$ cat src/sv/b64se_pkg.sv
// Shared types, constants and the character lookup for the Base64 stream encoder.
`timescale 1ns / 1ps

package b64se_pkg;

    localparam int CharW  = 7;
    localparam int MaxOut = 4;
    localparam int CntW   = 3;

    localparam logic [CharW-1:0] PadChar    = 7'h3D;  // '='
    localparam logic [CharW-1:0] PlusChar   = 7'h2B;
    localparam logic [CharW-1:0] SlashChar  = 7'h2F;
    localparam logic [CharW-1:0] MinusChar  = 7'h2D;
    localparam logic [CharW-1:0] UnderChar  = 7'h5F;
    localparam logic [CharW-1:0] UpperBase  = 7'h41;  // 'A'

    localparam logic [1:0] Phase0 = 2'd0;
    localparam logic [1:0] Phase1 = 2'd1;
    localparam logic [1:0] Phase2 = 2'd2;

    // Characters a byte produces, with the group state it leaves behind.
    typedef struct packed {
        logic [MaxOut-1:0][CharW-1:0] chars;
        logic [CntW-1:0]              count;
        logic [1:0]                   phase_next;
        logic [3:0]                   left_next;
    } grp_res_t;

    function automatic logic [CharW-1:0] b64_char(input logic [5:0] code, input logic url);
        logic [CharW-1:0] c;
        c = {1'b0, code};
        if (code < 6'd26) begin
            b64_char = UpperBase + c;
        end else if (code < 6'd52) begin
            b64_char = c + 7'd71;          // 'a' - 26
        end else if (code < 6'd62) begin
            b64_char = c - 7'd4;           // '0' - 52
        end else if (code == 6'd62) begin
            b64_char = url ? MinusChar : PlusChar;
        end else begin
            b64_char = url ? UnderChar : SlashChar;
        end
    endfunction

endpackage

$ cat src/sv/b64se_group.sv
// Combinational encode of one byte against the current 3-byte group state.
`timescale 1ns / 1ps

module b64se_group (
    input  logic [7:0]          data_byte,
    input  logic                last_byte,
    input  logic [1:0]          phase,
    input  logic [3:0]          left,
    input  logic                url_alphabet,
    input  logic                pad_enable,
    output b64se_pkg::grp_res_t res
);

    always_comb begin
        res = '0;
        unique case (phase)
            b64se_pkg::Phase1: begin
                res.chars[0]   = b64se_pkg::b64_char({left[1:0], data_byte[7:4]}, url_alphabet);
                res.left_next  = data_byte[3:0];
                res.phase_next = b64se_pkg::Phase2;
                res.count      = 3'd1;
                if (last_byte) begin
                    res.chars[1] = b64se_pkg::b64_char({data_byte[3:0], 2'b00}, url_alphabet);
                    res.chars[2] = b64se_pkg::PadChar;
                    res.count    = pad_enable ? 3'd3 : 3'd2;
                end
            end
            b64se_pkg::Phase2: begin
                res.chars[0]   = b64se_pkg::b64_char({left, data_byte[7:6]}, url_alphabet);
                res.chars[1]   = b64se_pkg::b64_char(data_byte[5:0], url_alphabet);
                res.left_next  = 4'd0;
                res.phase_next = b64se_pkg::Phase0;
                res.count      = 3'd2;
            end
            default: begin
                // phase 0, and the unused code 3 which behaves the same
                res.chars[0]   = b64se_pkg::b64_char(data_byte[7:2], url_alphabet);
                res.left_next  = {2'b00, data_byte[1:0]};
                res.phase_next = b64se_pkg::Phase1;
                res.count      = 3'd1;
                if (last_byte) begin
                    res.chars[1] = b64se_pkg::b64_char({data_byte[1:0], 4'b0000}, url_alphabet);
                    res.chars[2] = b64se_pkg::PadChar;
                    res.chars[3] = b64se_pkg::PadChar;
                    res.count    = pad_enable ? 3'd4 : 3'd2;
                end
            end
        endcase
        if (last_byte) begin
            res.phase_next = b64se_pkg::Phase0;
            res.left_next  = 4'd0;
        end
    end

endmodule

$ cat src/sv/base64_stream_encoder.sv
// Top level: byte stream in, Base64 character stream out.
//
//   port group   dir  beat                      tdata (low bit up)     tlast
//   s_*          in   one message byte          data_byte[7:0]         last_byte
//   m_*          out  one Base64 char or '='    out_char[6:0], 0       last_char
//   cfg_*        in   register write            url_alphabet / pad_enable
//
// A byte is registered on accept, then encoded combinationally and moved into a
// 4-entry character buffer once that buffer is free; m_* reads from the buffer.
// Each byte yields 1 to 4 characters and m_* moves one character a cycle while
// m_tready is high; the next byte is taken in while the buffer still drains.
// s_tready stays high while the input register is empty or moves on.
// Reset (aresetn low at a clock edge) clears group state, empties the input register
// and character buffer, and sets the config registers (url_alphabet 0, pad_enable 1).
`timescale 1ns / 1ps

module base64_stream_encoder (
    input  logic       aclk,
    input  logic       aresetn,
    input  logic       s_tvalid,
    output logic       s_tready,
    input  logic [7:0] s_tdata,     // [7:0] data_byte
    input  logic       s_tlast,
    output logic       m_tvalid,
    input  logic       m_tready,
    output logic [7:0] m_tdata,     // [6:0] out_char, [7] zero
    output logic       m_tlast,
    input  logic       cfg_wr_en,
    input  logic       cfg_addr,
    input  logic       cfg_wdata
);

    localparam logic CfgUrl = 1'b0;
    localparam logic CfgPad = 1'b1;

    logic       url_reg;
    logic       pad_reg;
    logic [1:0] phase_reg;
    logic [3:0] left_reg;

    logic       in_valid_reg;
    logic [7:0] in_byte_reg;
    logic       in_last_reg;

    logic [b64se_pkg::MaxOut-1:0][b64se_pkg::CharW-1:0] chars_reg;
    logic [b64se_pkg::CntW-1:0] rem_reg;
    logic [1:0]                 idx_reg;
    logic                       res_last_reg;

    b64se_pkg::grp_res_t grp;

    logic buf_free;
    logic move;
    logic pop;

    b64se_group u_group (
        .data_byte    (in_byte_reg),
        .last_byte    (in_last_reg),
        .phase        (phase_reg),
        .left         (left_reg),
        .url_alphabet (url_reg),
        .pad_enable   (pad_reg),
        .res          (grp)
    );

    assign pop      = m_tvalid && m_tready;
    assign buf_free = (rem_reg == '0) || (rem_reg == 3'd1 && m_tready);
    assign move     = in_valid_reg && buf_free;
    assign s_tready = !in_valid_reg || move;

    assign m_tvalid = rem_reg != '0;
    assign m_tdata  = {1'b0, chars_reg[idx_reg]};
    assign m_tlast  = res_last_reg && (rem_reg == 3'd1);

    always_ff @(posedge aclk) begin
        if (!aresetn) begin
            url_reg      <= 1'b0;
            pad_reg      <= 1'b1;
            phase_reg    <= b64se_pkg::Phase0;
            left_reg     <= 4'd0;
            in_valid_reg <= 1'b0;
            rem_reg      <= '0;
            idx_reg      <= 2'd0;
            res_last_reg <= 1'b0;
        end else begin
            if (cfg_wr_en) begin
                unique case (cfg_addr)
                    CfgUrl: url_reg <= cfg_wdata;
                    CfgPad: pad_reg <= cfg_wdata;
                    default: ;
                endcase
            end

            if (s_tvalid && s_tready) begin
                in_valid_reg <= 1'b1;
            end else if (move) begin
                in_valid_reg <= 1'b0;
            end

            if (move) begin
                phase_reg    <= grp.phase_next;
                left_reg     <= grp.left_next;
                rem_reg      <= grp.count;
                idx_reg      <= 2'd0;
                res_last_reg <= in_last_reg;
            end else if (pop) begin
                rem_reg <= rem_reg - 3'd1;
                idx_reg <= idx_reg + 2'd1;
            end
        end
    end

    // payload, no reset needed
    always_ff @(posedge aclk) begin
        if (s_tvalid && s_tready) begin
            in_byte_reg <= s_tdata;
            in_last_reg <= s_tlast;
        end
        if (move) begin
            chars_reg <= grp.chars;
        end
    end

endmodule
$ cat config.mk
export PLATFORM = sky130hd
export DESIGN_NAME = base64_stream_encoder
export DESIGN_NICKNAME = d
export VERILOG_FILES = /design/src/sv/b64se_pkg.sv /design/src/sv/b64se_group.sv /design/src/sv/base64_stream_encoder.sv
export SDC_FILE = /design/constraint.sdc
export NUM_CORES = 1
export LEC_CHECK = 0
export CAP_MARGIN = 20
export CORE_UTILIZATION = 59
export DETAILED_ROUTE_END_ITERATION = 10
export DONT_BUFFER_PORTS = 1
export GPL_TIMING_DRIVEN = 0
export PLACE_DENSITY = 0.76
export SYNTH_ARGS = -nofsm -noshare
export SYNTH_HDL_FRONTEND = slang
export SYNTH_HIERARCHICAL = 1
export SYNTH_SLANG_ARGS = --single-unit
$ cat constraint.sdc
create_clock -name aclk -period 2.5 [get_ports aclk]
set_clock_uncertainty 0.15 [all_clocks]
set_input_delay 0 -clock aclk [delete_from_list [all_inputs] [get_ports aclk]]
set_output_delay 0 -clock aclk [all_outputs]
set_load 0.01 [all_outputs]
# Yosys cells after proc, flatten, opt, wreduce, memory -nomap -nowiden
# Cells that the tools add are included.
[totals] reg_bits=52 inputBits=16 out_inout_bits=11 elab_cells=117
[op_classes] addsub=20 magnitude_cmp=19 eq_ne=7 n_mux=39 bitwise=2 reduce_logical=16
[ops] cell="$mux 7" count=24
[ops] cell="$lt 6x6->1 const B" count=12
[ops] cell="$pmux 23 s2" count=1
[ops] cell="$add 6x7->7 const B" count=6
[ops] cell="$add 7x6->7 const A" count=6
[ops] cell="$sub 6x3->7 const B" count=6
[ops] cell="$lt 6x5->1 const B" count=6
[ops] cell="$eq 6x6->1 const B" count=4
[ops] cell="$mux 20" count=1
[ops] cell="$mux 3" count=6
[ops] cell="$bmux 7 s2" count=1
[ops] cell="$pmux 7 s2" count=1
[ops] cell="$mux 13" count=1
[ops] cell="$mux 6" count=1
[ops] cell="$logic_and 1x1->1" count=5
[ops] cell="$reduce_and 2->1" count=2
[ops] cell="$reduce_bool 2->1" count=2
[ops] cell="$reduce_or 2->1" count=2
[ops] cell="$eq 3x1->1 const B" count=1
[ops] cell="$logic_not 3->1" count=1
[ops] cell="$lt 2x3->1 const B" count=1
[ops] cell="$mux 1" count=3
[ops] cell="$reduce_bool 3->1" count=1
[ops] cell="$sub 3x1->3 const B" count=1
[ops] cell="6 further kinds" count=8

# Depth between registers and ports, before layout
# Gate-level depths: netlist (run 1).
[depth] word_depth=7 mapped_depth=12 mapped_depth_nobuf=10

# Cells and area by module
# The synthesis (run 1) kept the hierarchy.
[modules_own_cells] mod="b64se_group" instances=1 cells_each=367 area_each_um2=2441.1 seq_area_each_um2=0.0
[modules_own_cells] mod="base64_stream_encoder" instances=1 cells_each=138 area_each_um2=2062.0 seq_area_each_um2=1411.4

# Least setup slack after synthesis (run 1)
# No wires, ideal clock.
[synth_timing] path_kind="register to register" startpoint="register in_byte_reg[0]" endpoint="register chars_reg[11] in the netlist's numbering (data pin)" setup_ns=0.269 arrival_ns=2.276 required_time_ns=2.081 slack_ns=-0.196 stages_incl_launch_ff=12 n_path_buf=2 synth_period_minus_slack_ns=2.696 path_cell_list="edfxtp_1 -> clkbuf_1 -> inv_1 -> ha_1 -> clkbuf_1 -> nor2b_1 -> xnor2_1 -> ha_1 -> a211o_1 -> a31oi_1 -> xnor2_1 -> o211ai_1"
[synth_lines] element="start, declared" line_no="base64_stream_encoder.sv:42" rtl="logic [7:0] in_byte_reg;"
[synth_lines] element="start signal, assigned" line_no="base64_stream_encoder.sv:116" rtl="in_byte_reg <= s_tdata;"
[synth_lines] element="end signal, assigned" line_no="base64_stream_encoder.sv:120" rtl="chars_reg <= grp.chars;"
[synth_lines] element="end, declared" line_no="base64_stream_encoder.sv:45" rtl="logic [b64se_pkg::MaxOut-1:0][b64se_pkg::CharW-1:0] chars_reg;"

==> results.md, run 1 <==
* Yosys top cell area share at 24.7%
* DRC Markers at 0
* Net switching power at 0.00147 W
* Worst setup slack after placement at -0.582 ns
* Most common cell after layout, fill and taps aside: nand2_1
* Netlist Area Pre-Place at 0.00450 mm^2
* N_diodes at 0
* Switch share at 39.9%
* Clk slew on worst S/H paths at 0.11 ns
* Initial drt markers at 563
* Crit-path max cell delay at 0.47 ns
* Pint at 0.00222 W
* RSZ-0062 raised after global routing: true
* Measured slew at the worst slew-check pin at 0.664 ns
* Critical path endpoint category: flop
* Final GP Congestion at 0.942
* CTS Buf Count at 5
* Top FF cell, synth: edfxtp_1
* CP delay by family, top: compound AO/OA/AOI/OAI gates
* CP cell instances: buf_6 > inv_2 > ha_1 > inv_1 > a21o_1 > a31o_1 > a211oi_1 > o211ai_1
* IO Pins at 27
* CTS tree: yes
* Clk pwr share at 17.2%
* Max reg flops at 28
* Die area at 0.00799 mm^2
* Yosys reg bits at 52
* Crit path time final at 2.58 ns
* Final worst path period share at 103%
* Via count at 4281
* Fmax at 388 MHz
* PortBufs at 0
* Chip Height at 89.4 um
* Placed Area at 0.00465 mm^2
* Peak supply drop at 0.361 mV
* Largest net degree at the start of global routing at 29
* Max_slew headroom at 55.7%
* Largest area contributor in the netlist: edfxtp_1
* Yosys warning count at 6
* Worst skew pair latency at 0.31 ns
* DR WL/cell at 19.7 um
* Clock buffer depth at 2
* Core area at 0.00733 mm^2
* First-pass GRT wire length at 19.5 mm
* Final setup fails at 4
* Total GRT Usage at 32.4%
* Final Total Pwr at 0.00369 W
* Standard-cell row count at 31
* Pwr/cell area at 693 mW/mm^2
* Flop pwr share at 34.0%
* # nets final at 592
* Initial Util at 61.4%
* CP Buf/Inv Count at 3
* Status: complete, but fails checks
* Failing checks: setup timing
* Unique masters post-synth at 78
* Comb pwr share at 48.8%
* Critical Path RT at 2.37 ns
* WL final at 12.7 mm
* Sequential share of the synthesized area at 31.3%
* Initial antenna violation count at 0
* Vias in the first global route at 3952
* Most frequent cells in the layout: nand2_1 (40), buf_4 (37), edfxtp_1 (37), a21oi_1 (28), nand3_1 (28)
* Final worst slack at -0.0786 ns
* Die W at 89.4 um
* Design area at 0.00533 mm^2
* Worst-path fanout max at 10
* Area grow syn2layout at 18.3%
* CP Class: flop to flop
* H-tree levels at 2
* DRT Pass-1 Iters at 7
* Startpoint type of the worst setup path: flop
* Slew Viols, Final at 0
* Worst hold path class: input port to flop
* DP HPWL at 8.88 mm
* Layout cells sized above 1 at 21.5%
* Mean Syn Cell Area at 8.92 um^2
* Hold Vio Cnt, Final at 0
* Leakage at 1.98 nW
* Clk sinks at 52
* Clock Tree Root: clkbuf_8
* Avg Vias per Cell at 6.61
* Grt ovf at 0
* CP max-delay cell: edfxtp_1
* Maxcap violations at 0
* Ranking of synthesized cells by area: edfxtp_1 (25%), ha_1 (7.8%), dfxtp_1 (6.7%)
* Post-Syn Instances at 505
* Post-synth EDFFs at 37
* CP arrival at 2.45 ns
* Ys async rst share at 0%
* Routed Antenna Nets at 0
==> area by class of cell <==
type | count | area [um^2]
multi-input combinational | 375 | 2860
fill | 551 | 2010
sequential | 52 | 1420
buffer | 49 | 357
timing repair buffer | 37 | 315
inverter | 28 | 129
tap | 99 | 124
clock buffer | 6 | 82.6
clock inverter | 2 | 38.8
==> routing by layer <==
metal | vias up | track usage (%) | share of wire [%]
met1 | 2022 | 42.5 | 41
met3 | 44 | 3.42 | 8.1
met4 | 0 | 13.0 | 3.2
met5 | - | 0 | 0
met2 | 249 | 54.7 | 47
li1 | 1966 | - | -
==> power by group through the flow <==
stage / clock network, W / registers [W] / logic (W)
2_1_floorplan: 0 / 0.00124 / 0.00122
6_report: 0.000636 / 0.00125 / 0.00180
3_5_place_dp: 0 / 0.00129 / 0.00155
5_1_grt: 0.000679 / 0.00127 / 0.00195
3_3_place_gp: 0 / 0.00127 / 0.00152
4_1_cts: 0.000633 / 0.00125 / 0.00168
==> per-stage QoR <==
step | instances | TNS (ns) | hold WS, ns | utilization [%]
4_1_cts | 638 | 0 | 0.108 | 69.8
5_1_grt | 648 | -0.422 | 0.114 | 72.6
3_5_place_dp | 607 | -3.60 | -0.0561 | 63.4
6_report | 648 | -0.143 | 0.141 | 72.6
3_3_place_gp | 607 | -3.73 | -0.0748 | 63.4
2_1_floorplan | 508 | 0 | -0.0782 | -
==> worst paths after layout <==
| kind | startpoint | to | slack, ns | depth (start not counted) |
|---|---|---|---|---|
| max | in_byte_reg[2] | chars_reg[4] | -0.08 | 8 |
| max reg2reg | in_byte_reg[2] | chars_reg[4] | -0.08 | 8 |
| min | s_tvalid | in_byte_reg[7] | 0.14 | 1 |
| min reg2reg | res_last_reg | res_last_reg | 0.35 | 2 |
==> cell families after synthesis <==
logic type,count (synthesis),share of synthesized area (%)
simple gates,155,18.1
xor+xnor,19,3.70
buf+inv,81,9.34
mux,18,6.67
other cells,2,0.167
fa+ha+maj,28,7.78
flops,52,31.3
compound gates,150,22.9
==> synth_stat cells (all sizes together), types with 9 or more instances <==
cell and count:
nor3 21, edfxtp 37, nand2 41, a21oi 33, nor2b 10, inv 27, nor2 14, xnor2 19
buf 40, ha 28, nand2b 9, mux2i 9, a31oi 11, dfxtp 15, nand3 29, o21ai 27
o31ai 9, clkbuf 13
==> worst register-to-register path, cell delays in order (launching register included) <==
cell and delay (ns):
edfxtp_1 0.47, buf_6 0.19, inv_2 0.13, ha_1 0.26, inv_1 0.12, a21o_1 0.21
a31o_1 0.23, a211oi_1 0.31, o211ai_1 0.22
==> repair_timing <==
item	4_1_cts	5_1_grt
hold buffers	15	0
resized for setup	35	36
pin swaps	1	6
setup endpoints to repair	12	42
hold endpoints to repair	20	0
setup buffers	11	11
(Power assumes the default switching activity.)
==> inputs of run 2 (changes only) <==
CAP_MARGIN = default   (was 20)
CORE_UTILIZATION = 60   (was 59)
PLACE_DENSITY = 0.74   (was 0.76)
clock period = 3 ns   (was 2.5 ns; I/O delays follow)
==> results.md, run 2 (same netlist as run 1, synthesis figures left out) <==
* Final GP Congestion at 0.985 (+4.6%)
* Standard-cell row count at 31 (unchanged)
* R2r endpoint: chars_reg[0]
* Measured slew at the worst slew-check pin at 1.02 ns (+0.354 ns)
* Most frequent cells in the layout: nand2_1 (41), edfxtp_1 (37), a21oi_1 (31), nand3_1 (29), ha_1 (26)
* H-tree levels at 2 (unchanged)
* DRC Markers at 0 (unchanged)
* Final worst path period share at 95.2% (-7.9 points)
* Die W at 88.6 um (-0.82%)
* Worst setup slack after placement at -0.250 ns (+0.332 ns)
* Clock Tree Root: clkbuf_8
* Total GRT Usage at 31.1% (-1.3 points)
* Final Util at 68.2% (-4.5 points)
* Clk sinks at 52 (unchanged)
* Final setup fails at 0 (-4)
* Hold Startpoint: s_tvalid
* Core area at 0.00725 mm^2 (-1.1%)
* Final worst slack at 0.143 ns (+0.222 ns)
* PortBufs at 0 (unchanged)
* Fmax at 350 MHz (-9.7%)
* Status: complete, no violations
* Worst skew pair latency at 0.31 ns (about the same)
* Reg-to-reg startpoint: in_byte_reg[6]
* Flop-to-flop setup slack at 0.14 ns (+0.22 ns)
* Peak supply drop at 0.322 mV (-11%)
* Post CTS Setup Buffer Count at 0 (-11)
* Critical Path RT at 2.89 ns (+0.52 ns)
* Crit path time final at 2.86 ns (+0.278 ns)
* DR WL/cell at 19.0 um (-3.6%)
* Pwr/cell area at 590 mW/mm^2 (-15%)
* WL final at 11.9 mm (-6.4%)
* Most common cell after layout, fill and taps aside: nand2_1
* Clock buffer depth at 2 (unchanged)
* # nets final at 573 (-3.2%)
* DRT Pass-1 Iters at 5 (-2)
* Area grow syn2layout at 9.78%
* Final-layout fill cell count at 605 (+9.8%)
* Maxcap violations at 0 (unchanged)
* CP Buf/Inv Count at 3 (unchanged)
* First-pass GRT wire length at 18.5 mm (-5.3%)
* Hold path endpoint: in_byte_reg[6]
* Levels on crit path at 9 (+1)
* Leakage at 1.88 nW (-5.1%)
* Via count at 4068 (-5.0%)
* Crit-path max cell delay at 0.44 ns (-0.03 ns)
* Routed Antenna Nets at 0 (unchanged)
* Avg Vias per Cell at 6.47 (-2.1%)
* Max reg flops at 28 (unchanged)
* Clk slew on worst S/H paths at 0.10 ns (about the same)
* Initial antenna violation count at 0 (unchanged)
* CP max-delay cell: edfxtp_1
* Critical path endpoint category: flop
* Worst Hold Depth at 1 (unchanged)
* Grt ovf at 0 (unchanged)
* Setup TNS at 0 ns (+0.143 ns)
* Hold Vio Cnt, Final at 0 (unchanged)
* Worst-path fanout max at 10 (unchanged)
* Layout cells sized above 1 at 12.3% (-9.2 points)
* N_diodes at 0 (unchanged)
* Slew Viols, Final at 0 (unchanged)
* CP delay by family, top: compound AO/OA/AOI/OAI gates
* Design area at 0.00494 mm^2 (-7.2%)
* CP arrival at 2.74 ns (+0.29 ns)
* DP HPWL at 8.58 mm (-3.5%)
* Largest net degree at the start of global routing at 29 (unchanged)
* IO Pins at 27 (unchanged)
* FF-to-FF path depth at 9 (+1)
* Initial Util at 62.1% (+0.66 points)
* CTS Buf Count at 5 (unchanged)
* CP Class: flop to flop
* Initial drt markers at 427 (-24%)
* Chip Height at 88.6 um (-0.82%)
* CP cell instances: buf_2 > buf_4 > inv_1 > ha_2 > nand2b_1 > a21oi_2 > mux2i_1 > a221oi_1 > a21oi_1
* Hold_ws at 0.0931 ns (-0.0475 ns)
* Placed Area at 0.00464 mm^2 (-0.22%)
* Die area at 0.00786 mm^2 (-1.6%)
* Worst hold path class: input port to flop
* RSZ-0062 raised after global routing: false
* Max_slew headroom at 32.1% (-24 points)
* Startpoint type of the worst setup path: flop
* CTS tree: yes
* Vias in the first global route at 3618 (-8.5%)
==> run 2: cell count changes in the layout (fill, tap and decap cells not counted), moves of 4 or more <==
cell and delta:
buf_2 +8, clkinvlp_4 -5, ha_1 +6, inv_1 +6
clkbuf_1 +4, buf_4 -21
==> run 2: worst max path at each step <==
stage,from,to
finish,in_byte_reg[6],chars_reg[0]
global route,in_byte_reg[6],chars_reg[4]
CTS,in_byte_reg[6],chars_reg[4]
global placement,in_byte_reg[6],chars_reg[4]
floorplan,in_byte_reg[0],chars_reg[11]
detailed placement,in_byte_reg[0],chars_reg[13]
==> run 2: power by group <==
part	internal (W)	switching [W]	leakage, nW	total (W)
clock	0.000273	0.000245	0.0614	0.000518
sequential	0.000971	0.0000815	0.470	0.00105
combinational	0.000519	0.000827	1.35	0.00135
total	0.00176	0.00115	1.88	0.00292
==> run 2: layout make-up <==
class / count / area, um^2 / share of cell area, %
plain buffers: 52 / 313 / 6.33
inverters: 28 / 108 / 2.18
multi-input cells: 375 / 2720 / 54.9
well taps: 99 / 124 / 2.51
flip-flops and latches: 52 / 1410 / 28.5
clock inverters: 2 / 38.8 / 0.785
clock buffers: 6 / 82.6 / 1.67
repair buffers: 15 / 150 / 3.04
==> run 2: timing repair <==
| action | 4_1_cts | 5_1_grt |
|---|---|---|
| cloned | 0 | 0 |
| resized for setup | 5 | 5 |
| endpoints found under the setup margin | 4 | 5 |
| endpoints found under the hold margin | 21 | 0 |
| hold buffers | 15 | 0 |
==> run 2: metal layers <==
metal  global-route usage [%]  up-vias  share of wire, %
li1                         -     1917                 -
met1                     42.0     1899                44
met2                     52.9      228                47
met3                     3.45       24               7.3
met4                     8.65        0               1.9
met5                        0        -                 0
==> run 2: worst register-to-register path, cell delays in order (launching register included) <==
cell and delay, ns:
edfxtp_1 0.44, buf_2 0.27, buf_4 0.23, inv_1 0.14, ha_2 0.29, nand2b_1 0.26
a21oi_2 0.22, mux2i_1 0.12, a221oi_1 0.34, a21oi_1 0.11
==> run 2: through the flow <==
step	total power (W)	std cells
after floorplan	0.00205	508
after global placement	0.00233	607
after detailed placement	0.00235	607
after CTS	0.00289	630
after global routing	0.00308	629
final	0.00292	629
